### src/rtl/sbm_pkg.sv
// ----------------------------------------------------------------------------
// sbm_pkg
// Shared constants, types and helpers of the SAD stereo block matcher.
// ----------------------------------------------------------------------------
package sbm_pkg;

	localparam int MAX_WIDTH   = 1024;
	localparam int MAX_WINDOW  = 15;
	localparam int MAX_DISP    = 64;

	localparam int PIX_W       = 8;
	localparam int COL_W       = $clog2(MAX_WIDTH);
	localparam int ROW_W       = 10;
	localparam int ROW_TOP     = 1023;
	localparam int WIN_W       = 4;
	localparam int WSZ_W       = $clog2(MAX_WINDOW + 1);
	localparam int SLOT_W      = $clog2(MAX_WINDOW);
	localparam int DISP_W      = $clog2(MAX_DISP);
	localparam int SAD_W       = 16;
	localparam int SCALE_W     = 16;
	localparam int DEPTH_W     = 8;
	localparam int DEPTH_MAX   = 255;
	localparam int STORE_DEPTH = MAX_WINDOW * MAX_WIDTH;
	localparam int ADDR_W      = $clog2(STORE_DEPTH);
	localparam int T_W         = $clog2(MAX_WINDOW + 2 * MAX_DISP);
	localparam int CNT_W       = $clog2(SCALE_W + 1);

	localparam int CFG_IDX_W   = 4;
	localparam int CFG_DATA_W  = 16;
	localparam logic [CFG_IDX_W-1:0] CFG_WINDOW = CFG_IDX_W'(0);
	localparam logic [CFG_IDX_W-1:0] CFG_SCALE  = CFG_IDX_W'(1);

	typedef struct packed {
		logic clear;
		logic shift;
	} cell_ctrl_t;

	function automatic logic [WSZ_W-1:0] eff_window(input logic [WIN_W-1:0] ws);
		logic [WIN_W:0] c;
		logic [WSZ_W-1:0] r;
		c = {1'b0, ws} | (WIN_W+1)'(1);
		if (c < (WIN_W+1)'(3)) begin
			c = (WIN_W+1)'(3);
		end
		if (32'(c) > MAX_WINDOW) begin
			r = WSZ_W'(MAX_WINDOW);
		end else begin
			r = WSZ_W'(c);
		end
		if (!r[0]) begin
			r = r - WSZ_W'(1);
		end
		return r;
	endfunction

endpackage

### src/rtl/sbm_divider.sv
// ----------------------------------------------------------------------------
// sbm_divider
// Restoring divider, one quotient bit per cycle, for the depth value.
// ----------------------------------------------------------------------------
module sbm_divider (
	input  logic                        clk,
	input  logic                        arst_n,
	input  logic                        start,
	input  logic [sbm_pkg::SCALE_W-1:0] dividend,
	input  logic [sbm_pkg::DISP_W-1:0]  divisor,
	output logic                        done,
	output logic [sbm_pkg::SCALE_W-1:0] quotient
);

	logic busy_q, done_q;
	logic [sbm_pkg::CNT_W-1:0] cnt_q;
	logic [sbm_pkg::SCALE_W-1:0] num_q, quo_q;
	logic [sbm_pkg::DISP_W-1:0] rem_q, div_q;
	logic [sbm_pkg::DISP_W:0] trial;
	logic fits;

	assign trial = {rem_q, num_q[sbm_pkg::SCALE_W-1]};
	assign fits  = trial >= {1'b0, div_q};

	always_ff @(posedge clk or negedge arst_n) begin
		if (!arst_n) begin
			busy_q <= 1'b0;
			done_q <= 1'b0;
			cnt_q  <= '0;
		end else begin
			done_q <= 1'b0;
			if (start) begin
				busy_q <= 1'b1;
				cnt_q  <= '0;
			end else if (busy_q) begin
				cnt_q <= cnt_q + sbm_pkg::CNT_W'(1);
				if (cnt_q == sbm_pkg::CNT_W'(sbm_pkg::SCALE_W - 1)) begin
					busy_q <= 1'b0;
					done_q <= 1'b1;
				end
			end
		end
	end

	always_ff @(posedge clk) begin
		if (start) begin
			num_q <= dividend;
			div_q <= divisor;
			rem_q <= '0;
			quo_q <= '0;
		end else if (busy_q) begin
			num_q <= {num_q[sbm_pkg::SCALE_W-2:0], 1'b0};
			quo_q <= {quo_q[sbm_pkg::SCALE_W-2:0], fits};
			if (fits) begin
				rem_q <= sbm_pkg::DISP_W'(trial - {1'b0, div_q});
			end else begin
				rem_q <= sbm_pkg::DISP_W'(trial);
			end
		end
	end

	assign done     = done_q;
	assign quotient = quo_q;

endmodule
### config.mk
export PLATFORM = sky130hd
export DESIGN_NAME = sbm_divider
export DESIGN_NICKNAME = d
export VERILOG_FILES = /design/src/rtl/sbm_pkg.sv /design/src/rtl/sbm_divider.sv
export SDC_FILE = /design/constraint.sdc
export NUM_CORES = 1
export LEC_CHECK = 0
export ABC_AREA = 1
export CORE_MARGIN = 2
export CORE_UTILIZATION = 46
export DETAILED_ROUTE_END_ITERATION = 10
export DONT_BUFFER_PORTS = 1
export RECOVER_POWER = 100
export SYNTH_ARGS = -nofsm -noshare
export SYNTH_HDL_FRONTEND = slang
export SYNTH_SLANG_ARGS = --single-unit
### constraint.sdc
create_clock -name clk -period 2.3 [get_ports clk]
set_input_delay 0.115 -clock clk [delete_from_list [all_inputs] [get_ports clk]]
set_output_delay 0.115 -clock clk [all_outputs]
set_load 0.01 [all_outputs]
# Word-level counts from Yosys, hierarchy flattened
# Index checks and enable logic that the tools add are counted.
[word_totals]
register_bits = 51
output_inout_bits = 17
[classes]
n_addsub = 2
order_cmp = 1
eq_ne = 1
mux = 11
n_reduce_logical = 1
[op_table]
columns = ["cell", "n"]
rows = [
  ["$mux 16", 2],
  ["$mux 5", 2],
  ["$ge 7x6->1", 1],
  ["$mux 1", 6],
  ["$mux 6", 1],
  ["$sub 6x6->6", 1],
  ["$add 5x1->5 const B", 1],
  ["$eq 5x4->1 const B", 1],
  ["$reduce_bool 2->1", 1],
]

# Longest topological paths before layout
[depth]
ltp_word = 4
mapped_depth = 12
depth_no_buf = 12

# Least setup slack after synthesis
# No wires, ideal clock.
[synth_timing]
path_kind = "register to register"
start = "register num_q[15] (netlist bit)"
end = "register rem_q[4] (netlist bit)"
setup_ns = 0.110
arrival_time_ns = 1.415
path_slack_ns = 0.775
path_stages_with_launch = 12
synth_period_minus_slack_ns = 1.525
cell_sequence = "edfxtp_1 -> inv_1 -> ha_1 -> fa_1 -> inv_1 -> nand3_1 -> nand4_1 -> nand2_1 -> nand3_1 -> nand3_1 -> nand2_1 -> inv_1"
[synth_between]
elab_chain_len = 2
word_cells_on_any_way = 3
classes_between = "1 x add/sub; 1 x order compare; 1 x mux"
[synth_rtl]
columns = ["element", "line", "text"]
rows = [
  ["start, declared", "sbm_divider.sv:17", "logic [sbm_pkg::SCALE_W-1:0] num_q, quo_q;"],
  ["start signal, assigned", "sbm_divider.sv:47", "num_q <= dividend;"],
  ["start signal, assigned", "sbm_divider.sv:52", "num_q <= {num_q[sbm_pkg::SCALE_W-2:0], 1'b0};"],
  ["$sub 6x6->6 / $ge 7x6->1 (equally long branches)", "sbm_divider.sv:55, sbm_divider.sv:23", ""],
  ["$mux 6 (*)", "sbm_divider.sv:54", "if (fits) begin"],
  ["end signal, assigned", "sbm_divider.sv:55", "rem_q <= sbm_pkg::DISP_W'(trial - {1'b0, div_q});"],
  ["end signal, assigned", "sbm_divider.sv:57", "rem_q <= sbm_pkg::DISP_W'(trial);"],
  ["end, declared", "sbm_divider.sv:18", "logic [sbm_pkg::DISP_W-1:0] rem_q, div_q;"],
]
# Every way passes the cells marked *; elsewhere a longest branch is shown, timed or not.
# A chain may end at the register's enable or synchronous reset.

# Final worst setup path
[layout_timing]
start = "register rem_q[3] (netlist bit)"
end = "register rem_q[5] (netlist bit)"
[layout_between]
elab_chain_len = 2
word_cells_on_any_way = 3
classes_between = "1 x add/sub; 1 x order compare; 1 x mux"
[layout_rtl]
columns = ["element", "line"]
rows = [
  ["$sub 6x6->6 / $ge 7x6->1 (equally long branches)", "sbm_divider.sv:55, sbm_divider.sv:23"],
  ["$mux 6 (*)", "sbm_divider.sv:54"],
]
# Marked as above.

==> results.txt <==
synthesized area per cell: 8.69 µm²
R2R depth: 9
Total Routing Usage GR: 18.2%
placement-stage cell area: 2380 µm²
Reg2Reg Setup Slack: 0.50 ns
chip height: 75.0 µm
Crit Reg-Reg Startpoint: rem_q[3]
Finished Layout Cells: 359
cell area after layout: 2700 µm²
Max Fclk: 0.555 GHz
slew margin rel.: 29.4%
Post-Route Setup TNS: 0 ns
Reg clk slew, reported paths: 0.09 ns
Arrival @ worst endpoint: 1.97 ns
unrepaired setup endpoints after global routing: no
Residual DRC: 0
Seq/Total Area, Yosys: 55.0%
Crit Path Class: reg2reg
area share of the leading cell type in the synthesized netlist: 28.5%
fin nets: 326
row cnt: 25
Tmin final: 1.80 ns
largest net degree at the start of global routing: 33
Final Power: 0.00232 W
# clock sinks: 51
Slew @ Worst Pin: 1.06 ns
RR Endpoint: rem_q[5]
Num CTS Buffers: 5
clk root buf: clkbuf_8
GRT Residual Overflow: 0
vias in the first global route: 1,690
Post-Syn Area: 2320 µm²
PD cells: 859 nW/µm²
vias per cell: 4.85
Final setup viols: 0
VDD IR-drop max: 0.000509 V
Skew-Pair Late Insertion Delay: 0.30 ns
core area: 4790 µm²
Diodes inserted: 0
die area: 5630 µm²
outcome: finished, final reports clean
CTS max path bufs: 2
warnings from Yosys: 0
final hold violations: 0
Critical Path Source: rem_q[3]
Cells after Synth: 267
Setup Skew: 0.00791 ns
top post-synthesis cells by area: edfxtp_1 28%, dfxtp_1 19%, nand2_1 14%
cell total after placement: 328
worst min-delay path category: in2reg
# resized after CTS: 0
most frequent cell after synthesis: nand2_1
CP endpoint: rem_q[5]
H-tree level count: 2
Final HPWL DP: 2960 µm
Initial Utilization: 48.5%
initial antenna violation count: 0
Period Utilization, post-route: 78.3%
area of the multi-input gates: 836 µm²
max_cap viols: 0
CTS tree: done
Post-synth EDFFs: 22
Final ANT Viol Nets: 0
drt initial violations: 80
width of the chip: 75.0 µm
post-synthesis register bit count: 51
Vias: 1,740
WL final: 4480 µm
Post-synth top flop: edfxtp_1
nature of the critical path endpoint: flip-flop
first-pass GRT wire length: 7670 µm
Worst EP required: 2.47 ns
wire length per cell: 12.5 µm
GP Congestion: 0.843
area grow syn2layout: 16.3%
Leak: 1.23 nW
num ports: 42
Detailed Routing Iterations Pass 1: 5
fill cell count: 472
post-layout util: 56.4%
fin. max-slew vios: 0
Post-synth ARST share: 13.7%
commonest cells in the netlist: 88 x nand2_1, 43 x inv_1, 22 x dfxtp_1, 22 x edfxtp_1, 14 x o22ai_1
register area: 1280 µm²
post-synthesis cell type count: 28
Syn Nets: 302
biggest area consumer among synthesized cells: edfxtp_1
buffers added on ports: 0
layout cells sized above 1: 5.14%
Worst setup SP type: flip-flop
worst-path maximum fanout: 8
critical path, stage by stage (launching register included):
cell	delay, ns
dfxtp_1	0.34
ha_1	0.36
nand2_1	0.08
nand2_1	0.07
a21boi_0	0.35
nand3_4	0.17
nand2_1	0.13
nor2_2	0.04
nor2_1	0.09
nor2_1	0.04
how the worst min path moves through the flow:
stage,startpoint,end,slack (ns),cells after the start
final,start,num_q[1],0.01,2
after global routing,start,num_q[1],0.007,2
after CTS,dividend[7],num_q[7],0.0009,2
after detailed placement,arst_n,cnt_q[4],-0.18,0
after global placement,arst_n,cnt_q[4],-0.18,0
after floorplan,arst_n,busy_q,-0.18,0
routing by layer:
metal  share of wire [%]  GRT usage, %  vias to the layer above  wire, µm
met5                   0             0                        -         0
met4                 1.6          6.55                        0        70
met3                 2.9          4.28                        6       132
met2                  48          29.2                       21      2150
met1                  47          24.1                      808      2130
li1                    -             -                      905         -
state kept, by name (all words and copies together), names as in the netlist:
register / flops
num_q: 16
quotient: 16
div_q: 6
done: 1
cnt_q: 5
busy_q: 1
rem_q: 6
cells in the final DEF, fill, tap and decap left out, drive strengths merged:
cell	netlist	final
o211ai	2	2
dfxtp	22	22
nor2	14	14
clkinv	0	1
nor4	1	1
nand4	5	5
dfrtp	7	7
fa	1	1
nand3b	1	1
xnor2	1	1
o22ai	14	14
edfxtp	22	22
nand3	13	13
ha	9	9
nand2	89	89
o21ai	4	4
clkbuf	4	7
buf	3	1
nor3	5	5
a21oi	1	1
or2	1	1
a21boi	1	1
a31oi	1	1
inv	46	46
dlygate4sd3	0	23
cell families (layout without fill, tap and decap cells):
family / Yosys count / in the layout / synth area share, %
AO/OA/AOI/OAI: 23 / 23 / 6.09
adder cells (fa/ha/maj): 10 / 10 / 5.72
AND/OR/NAND/NOR: 129 / 129 / 24.1
XOR/XNOR: 1 / 1 / 0.378
flip-flops: 51 / 51 / 55.0
buffers and inverters: 53 / 78 / 8.74
cell type report:
| class | count | area share, % |
|---|---|---|
| inverter | 46 | 6.40 |
| multi-input combinational | 163 | 31.0 |
| clock inverter | 1 | 0.186 |
| tap | 67 | 3.11 |
| timing repair buffer | 24 | 8.81 |
| clock buffer | 7 | 3.20 |
| sequential | 51 | 47.3 |
where the power goes:
part	internal, W	switching [W]
Sequential	0.00105	0.0000779
Combinational	0.000271	0.000401
Clock	0.000243	0.000279
what timing repair did:
action / CTS / global route
buffers inserted: 0 / 0
hold endpoints to repair: 35 / 2
hold buffers: 20 / 3
through the flow:
stage	hold slack [ns]	setup WS, ns
3_5_place_dp	-0.180	0.594
4_1_cts	0.000881	0.576
3_3_place_gp	-0.180	0.610
2_1_floorplan	-0.181	0.775
6_report	0.00955	0.499
5_1_grt	0.00682	0.330
(Power assumes the default switching activity.)
