===== src/rtl/sbm_pkg.sv =====
// ----------------------------------------------------------------------------
// sbm_pkg
// Shared constants, types and helpers of the SAD stereo block matcher.
// ----------------------------------------------------------------------------
package sbm_pkg;

	localparam int MAX_WIDTH   = 1024;
	localparam int MAX_WINDOW  = 15;
	localparam int MAX_DISP    = 64;

	localparam int PIX_W       = 8;
	localparam int COL_W       = $clog2(MAX_WIDTH);
	localparam int ROW_W       = 10;
	localparam int ROW_TOP     = 1023;
	localparam int WIN_W       = 4;
	localparam int WSZ_W       = $clog2(MAX_WINDOW + 1);
	localparam int SLOT_W      = $clog2(MAX_WINDOW);
	localparam int DISP_W      = $clog2(MAX_DISP);
	localparam int SAD_W       = 16;
	localparam int SCALE_W     = 16;
	localparam int DEPTH_W     = 8;
	localparam int DEPTH_MAX   = 255;
	localparam int STORE_DEPTH = MAX_WINDOW * MAX_WIDTH;
	localparam int ADDR_W      = $clog2(STORE_DEPTH);
	localparam int T_W         = $clog2(MAX_WINDOW + 2 * MAX_DISP);
	localparam int CNT_W       = $clog2(SCALE_W + 1);

	localparam int CFG_IDX_W   = 4;
	localparam int CFG_DATA_W  = 16;
	localparam logic [CFG_IDX_W-1:0] CFG_WINDOW = CFG_IDX_W'(0);
	localparam logic [CFG_IDX_W-1:0] CFG_SCALE  = CFG_IDX_W'(1);

	typedef struct packed {
		logic clear;
		logic shift;
	} cell_ctrl_t;

	function automatic logic [WSZ_W-1:0] eff_window(input logic [WIN_W-1:0] ws);
		logic [WIN_W:0] c;
		logic [WSZ_W-1:0] r;
		c = {1'b0, ws} | (WIN_W+1)'(1);
		if (c < (WIN_W+1)'(3)) begin
			c = (WIN_W+1)'(3);
		end
		if (32'(c) > MAX_WINDOW) begin
			r = WSZ_W'(MAX_WINDOW);
		end else begin
			r = WSZ_W'(c);
		end
		if (!r[0]) begin
			r = r - WSZ_W'(1);
		end
		return r;
	endfunction

endpackage


===== src/rtl/sbm_cell.sv =====
// ----------------------------------------------------------------------------
// sbm_cell
// One disparity cell: passes the left stream through two registers and the
// right stream through one, accumulates the absolute difference of tagged
// pairs, and shifts its sum toward the head of the chain when asked.
// ----------------------------------------------------------------------------
module sbm_cell (
	input  logic                     clk,
	input  logic                     arst_n,
	input  sbm_pkg::cell_ctrl_t      ctrl,
	input  logic [sbm_pkg::PIX_W-1:0] left_in,
	input  logic                     tag_in,
	input  logic [sbm_pkg::PIX_W-1:0] right_in,
	input  logic [sbm_pkg::SAD_W-1:0] sum_in,
	output logic [sbm_pkg::PIX_W-1:0] left_out,
	output logic                     tag_out,
	output logic [sbm_pkg::PIX_W-1:0] right_out,
	output logic [sbm_pkg::SAD_W-1:0] sum_out
);

	logic [sbm_pkg::PIX_W-1:0] l_a_q, l_b_q, r_a_q;
	logic t_a_q, t_b_q;
	logic [sbm_pkg::SAD_W-1:0] sum_q;
	logic [sbm_pkg::PIX_W-1:0] diff;

	assign diff = (left_in > right_in) ? (left_in - right_in) : (right_in - left_in);

	always_ff @(posedge clk or negedge arst_n) begin
		if (!arst_n) begin
			t_a_q <= 1'b0;
			t_b_q <= 1'b0;
		end else begin
			t_a_q <= tag_in;
			t_b_q <= t_a_q;
		end
	end

	always_ff @(posedge clk) begin
		l_a_q <= left_in;
		l_b_q <= l_a_q;
		r_a_q <= right_in;
		if (ctrl.clear) begin
			sum_q <= '0;
		end else if (ctrl.shift) begin
			sum_q <= sum_in;
		end else if (tag_in) begin
			sum_q <= sum_q + sbm_pkg::SAD_W'(diff);
		end
	end

	assign left_out  = l_b_q;
	assign tag_out   = t_b_q;
	assign right_out = r_a_q;
	assign sum_out   = sum_q;

endmodule


===== config.mk =====
export PLATFORM = sky130hd
export DESIGN_NAME = sbm_cell
export DESIGN_NICKNAME = d
export VERILOG_FILES = /design/src/rtl/sbm_pkg.sv /design/src/rtl/sbm_cell.sv
export SDC_FILE = /design/constraint.sdc
export NUM_CORES = 1
export LEC_CHECK = 0
export BUFFER_PORTS_ARGS = -buffer_cell sky130_fd_sc_hd__clkbuf_2
export CAP_MARGIN = 40
export CORE_ASPECT_RATIO = 1.25
export CORE_MARGIN = 5
export CORE_UTILIZATION = 56
export DETAILED_ROUTE_END_ITERATION = 12
export HOLD_SLACK_MARGIN = 0.15
export PLACE_DENSITY = 0.93
export SETUP_SLACK_MARGIN = 0.02
export SKIP_CTS_REPAIR_TIMING = 1
export SYNTH_ARGS = -nofsm -noshare
export SYNTH_HDL_FRONTEND = slang
export SYNTH_SLANG_ARGS = --single-unit

===== constraint.sdc =====
create_clock -name clk -period 4.5 [get_ports clk]
set_clock_uncertainty 0.05 [all_clocks]
set_input_delay 0.225 -clock clk [delete_from_list [all_inputs] [get_ports clk]]
set_output_delay 0.225 -clock clk [all_outputs]
set_load 0.02 [all_outputs]

Yosys cells after proc, flatten, opt, wreduce, memory -nomap -nowiden. Index checks and enable logic that the tools add are counted.

$lt $le $gt $ge: 1. Reductions and logical operators: 1. Add/subtract/negate cells: 3. Mux-type cells: 3.

Operator list (number): $mux W16 (2); $add A16 B8 Y16 (1); $sub A8 B8 Y8 (2); $gt A8 B8 Y1 (1); $mux W8 (1); $reduce_bool A2 Y1 (1).

Logic and storage cells: 14. Bits of input ports: 37. Register bits after elaboration: 42.

Depth between registers and ports, before layout.
Word-level depth: 5. Depth in mapped cells: 18. Gate-level depth less buffers: 17.

Least setup slack after synthesis. Ideal clock, no wire load.

Path kind: input-to-reg. From: input port left_in[5] (netlist bit). To: register sum_q (netlist bit sum_out[15]). Data required time: 4335 ps. Stages: 17. Buffers on the path: 2. Arrival time: 3350 ps. Slack: 985 ps. Setup time: 115 ps. Path through: inv_1 > ha_1 > buf_6 > a211oi_1 > o21bai_2 > o21ai_2 > buf_6 > mux2_4 > o211a_1 > a211oi_2 > ha_1 > a21oi_1 > nand2_1 > a221oi_2 > nor3b_1 > xor2_1 > o21a_1.

Cells in the longest elaborated chain, start to end: 5. Elaborated cells on any way between the ends: 7. Those cells by class: 3 x add/sub; 1 x order compare; 3 x mux.

Ends and longest elaborated chain: start, declared (RTL line sbm_cell.sv:11) `input logic [sbm_pkg::PIX_W-1:0] left_in,`; $sub A8 B8 Y8 / $gt A8 B8 Y1 (equally long branches) (RTL line sbm_cell.sv:26) `assign diff = (left_in > right_in) ? (left_in - right_in) : (right_in - left_in);`; $mux W8 * (RTL line sbm_cell.sv:26); $add A16 B8 Y16 * (RTL line sbm_cell.sv:47) `sum_q <= sum_q + sbm_pkg::SAD_W'(diff);`; $mux W16 * (RTL line sbm_cell.sv:46) `end else if (tag_in) begin`; $mux W16 * (RTL line sbm_cell.sv:44) `end else if (ctrl.shift) begin`; end signal, assigned (RTL line sbm_cell.sv:45) `sum_q <= sum_in;`; end signal, assigned (RTL line sbm_cell.sv:47); end, declared (RTL line sbm_cell.sv:23) `logic [sbm_pkg::SAD_W-1:0] sum_q;`.

Every way passes the cells marked *; elsewhere a longest branch is shown, timed or not. The select of a mux whose other input is x is not followed. A chain may end at the register's enable or synchronous reset.

Final worst setup path.
From: input port right_in[0] (netlist bit). To: register sum_q (netlist bit sum_out[12]).

Cells in the longest elaborated chain, start to end: 5. Elaborated cells on any way between the ends: 7. Those cells by class: 3 x add/sub; 1 x order compare; 3 x mux.

Ends and longest elaborated chain: start, declared (RTL line sbm_cell.sv:13) `input logic [sbm_pkg::PIX_W-1:0] right_in,`; $sub A8 B8 Y8 / $gt A8 B8 Y1 (equally long branches) (RTL line sbm_cell.sv:26); $mux W8 * (RTL line sbm_cell.sv:26); $add A16 B8 Y16 * (RTL line sbm_cell.sv:47); $mux W16 * (RTL line sbm_cell.sv:46); $mux W16 * (RTL line sbm_cell.sv:44).

Marks and branches as above.

==> metrics.md <==
| Metric | Value |
|---|---|
| Status | finished, final reports clean |
| Post-synth ARST share | 4.76% |
| DP Cell Count | 384 |
| Yosys warnings | 0 |
| Number of synthesized flops with an enable pin | 0 |
| Final cell count without fillers | 415 |
| Vias post-DR | 2189 |
| CP max stage cell | dlygate4sd3_1 |
| Leak | 0.00156 uW |
| PortBufs | 69 |
| Mapped cell area | 2450 um2 |
| Largest net degree at the start of global routing | 35 |
| Share of cells above drive strength 1 | 25.2% |
| Crit. Startpoint | right_in[0] |
| Detailed Route WL | 5490 um |
| DRT Pass-1 Iters | 4 |
| Placed Area | 2810 um2 |
| Core Rows | 27 |
| Min-Delay Path Class | primary input to register |
| Detailed placement HPWL | 4150 um |
| Max VDD drop | 0.300 mV |
| Post-route design area | 3130 um2 |
| Fmax | 0.235 GHz |
| Worst R2R Start | sum_out[0] |
| Main flop type after synthesis | dfxtp_1 |
| Nets | 421 |
| CTS buffer count | 5 |
| Final period utilization | 94.6% |
| Fillers | 331 |
| CP required | 4640 ps |
| Gpl congestion | 0.777 |
| GRT overflow | 0 |
| Gr usage total | 18.9% |
| DRC errors left | 0 |
| Max Fanout on Critical Path | 6 |
| # H-tree levels | 2 |
| Register area share after synthesis | 34.8% |
| Syn Nets | 332 |
| Complex-gate fraction of the synthesized area | 17.6% |
| Distinct cell type count after synthesis | 53 |
| Number of max-cap violations | 0 |
| RSZ-0062 raised after global routing | false |
| Max transition margin | 60.1% |
| Synthesis-to-layout area growth | 28.1% |
| Clock Latency Late Sink | 300 ps |
| Critical Path Max Stage Delay | 530 ps |
| Routed vias/inst | 5.27 |
| WS Path Type | primary input to register |
| Largest family of logic cells by synthesized area | compound AO/OA/AOI/OAI gates |
| Adder-Cell Fraction of Synth Area | 15.2% |
| DIE WIDTH | 69.1 um |
| Worst-path clk slew | 80 ps |
| Post-synthesis simple-gate area fraction | 15.8% |
| Final setup TNS | 0 ps |
| CORE AREA | 4320 um2 |
| Hold_sp | sum_in[2] |
| Initial antenna violation count | 0 |
| Pin slew with the least headroom to its limit | 598 ps |
| Die span in y | 83.9 um |
| Top Ports | 70 |
| Final worst slack | 242 ps |
| Slew Limit Fails | 0 |
| ANT cells | 0 |
| Startpoint types | primary input |
| Min Clock Period, post-route | 4260 ps |
| Vias in the first global route | 2131 |
| CP Cell Sequence | dlygate4sd3_1, clkbuf_2, ha_1, inv_1, fa_1, nand3_1, a21boi_2, o21ai_2, buf_4, mux2_2, fa_1, a21o_1, a21oi_1, o21a_1, o21ai_1, nor3b_1, o311a_1 |
| Die area | 5800 um2 |
| Max Root-Sink Buffers | 2 |
| Worst setup EP type | register |
| Dpl ws | 383 ps |
| XOR/XNOR Fraction of Synth Area | 3.94% |
| Synth Instances | 267 |
| Routed len/inst | 13.2 um |
| Antenna Nets Post-Route | 0 |
| Final setup violation count | 0 |
| Most used cell, CP | fa_1 |
| Hold Path Cell Cnt | 3 |
| Worst Reg2Reg Path Length in Cells | 8 |
| Arr. time, crit path | 4400 ps |
| Global-route wire length before repair | 9100 um |
| Cell accounting for the most synthesized area | dfxtp_1 |
| Multiplexer share of the synthesized area | 6.09% |
| Endpoints failing hold | 0 |
| PwrDens | 335 nW/um2 |
| Min Hold Slack | 118 ps |
| Share of the synthesized area in the top cell type | 32.7% |
| Synthesized flop and latch total | 42 |
| Initial Util | 56.6% |
| Area contributors post-synth | dfxtp_1 (33%), ha_1 (13%), a21oi_1 (4.3%) |
| DRT iter0 DRCs | 144 |
| CTS tree | done |
| Avg Inst Size Synth | 9.16 um2 |
| Clk root buf | clkbuf_8 |
| Number of clock sinks | 42 |
[worst max-delay path, delay by kind of cell]
kind | cells | cell delay (ps)
compound gates | 7 | 1530
fa+ha+maj | 3 | 960
buf+inv | 4 | 950
mux | 1 | 370
simple gates | 2 | 360
[where the power goes]
group	total, uW	internal (uW)	switching (uW)
combinational	385	172	213
clock	244	124	121
sequential	419	399	19.9
[metrics by stage]
step / power [uW] / utilization [%]
6_report: 1050 / 72.5
3_3_place_gp: 779 / 65.0
3_5_place_dp: 794 / 65.0
4_1_cts: 1040 / 67.2
2_1_floorplan: 701 / -
5_1_grt: 1120 / 72.5
[sequential cells by signal, summed over array words and instances (netlist names)]
signal	cells
sum_out	16
tag_out	1
t_a_q	1
left_out	8
l_a_q	8
right_out	8
[final cells by class]
class	instances	area [um2]	share of cell area (%)
Multi-Input combinational cell	187	1440	45.8
Sequential cell	42	851	27.1
Timing Repair Buffer	93	583	18.6
Inverter	27	101	3.23
Clock buffer	7	86.3	2.75
Tap cell	58	72.6	2.32
Clock inverter	1	5.00	0.160
[cell usage after synthesis (3+ instances only)]
cell / number
nor2_1: 12
mux2_4: 3
inv_1: 27
nor3b_1: 4
xnor2_1: 7
nand2b_1: 4
fa_1: 3
a221oi_1: 4
xor2_1: 4
nor3_1: 7
o211ai_1: 3
dfxtp_1: 40
a31oi_1: 3
ha_1: 25
clkbuf_1: 6
o21a_1: 6
nor2b_1: 3
a21oi_1: 21
and3_1: 4
nand2_1: 20
mux2i_1: 7
nand3_1: 11
[cells by family (layout without fill, tap and decap cells)]
family,count (synthesis),in the layout
buffers and inverters,38,128
multiplexers,13,13
XOR/XNOR,11,11
flip-flops,42,42
adder cells (fa/ha/maj),28,28
AO/OA/AOI/OAI,59,59
AND/OR/NAND/NOR,76,76
[final timing paths]
kind,to,slack (ps)
worst max-delay path,sum_out[12],240
worst min-delay path,sum_out[2],120
worst max register to register,sum_out[12],2060
worst min register to register,left_out[2],280
max in group asynchronous,tag_out,4100
min in group asynchronous,t_a_q,200
[per-layer routing]
metal / global-route usage, % / vias up / share of wire, %
met5: 0 / - / 0
met4: 7.46 / 0 / 1.8
met3: 6.02 / 8 / 5.5
met2: 35.2 / 59 / 53
met1: 19.0 / 1007 / 39
li1: - / 1115 / -
[cell usage in the layout, fill, tap and decap left out, types with 6 or more instances in the layout]
master	count
ha_1	25
nor2_1	12
clkbuf_2	69
nor3_1	7
xnor2_1	7
mux2i_1	7
nand2_1	20
clkbuf_8	6
a21oi_1	21
nand3_1	11
inv_1	27
o21a_1	6
dfxtp_1	40
dlygate4sd3_1	23
Power figures use the tool's default switching activity.
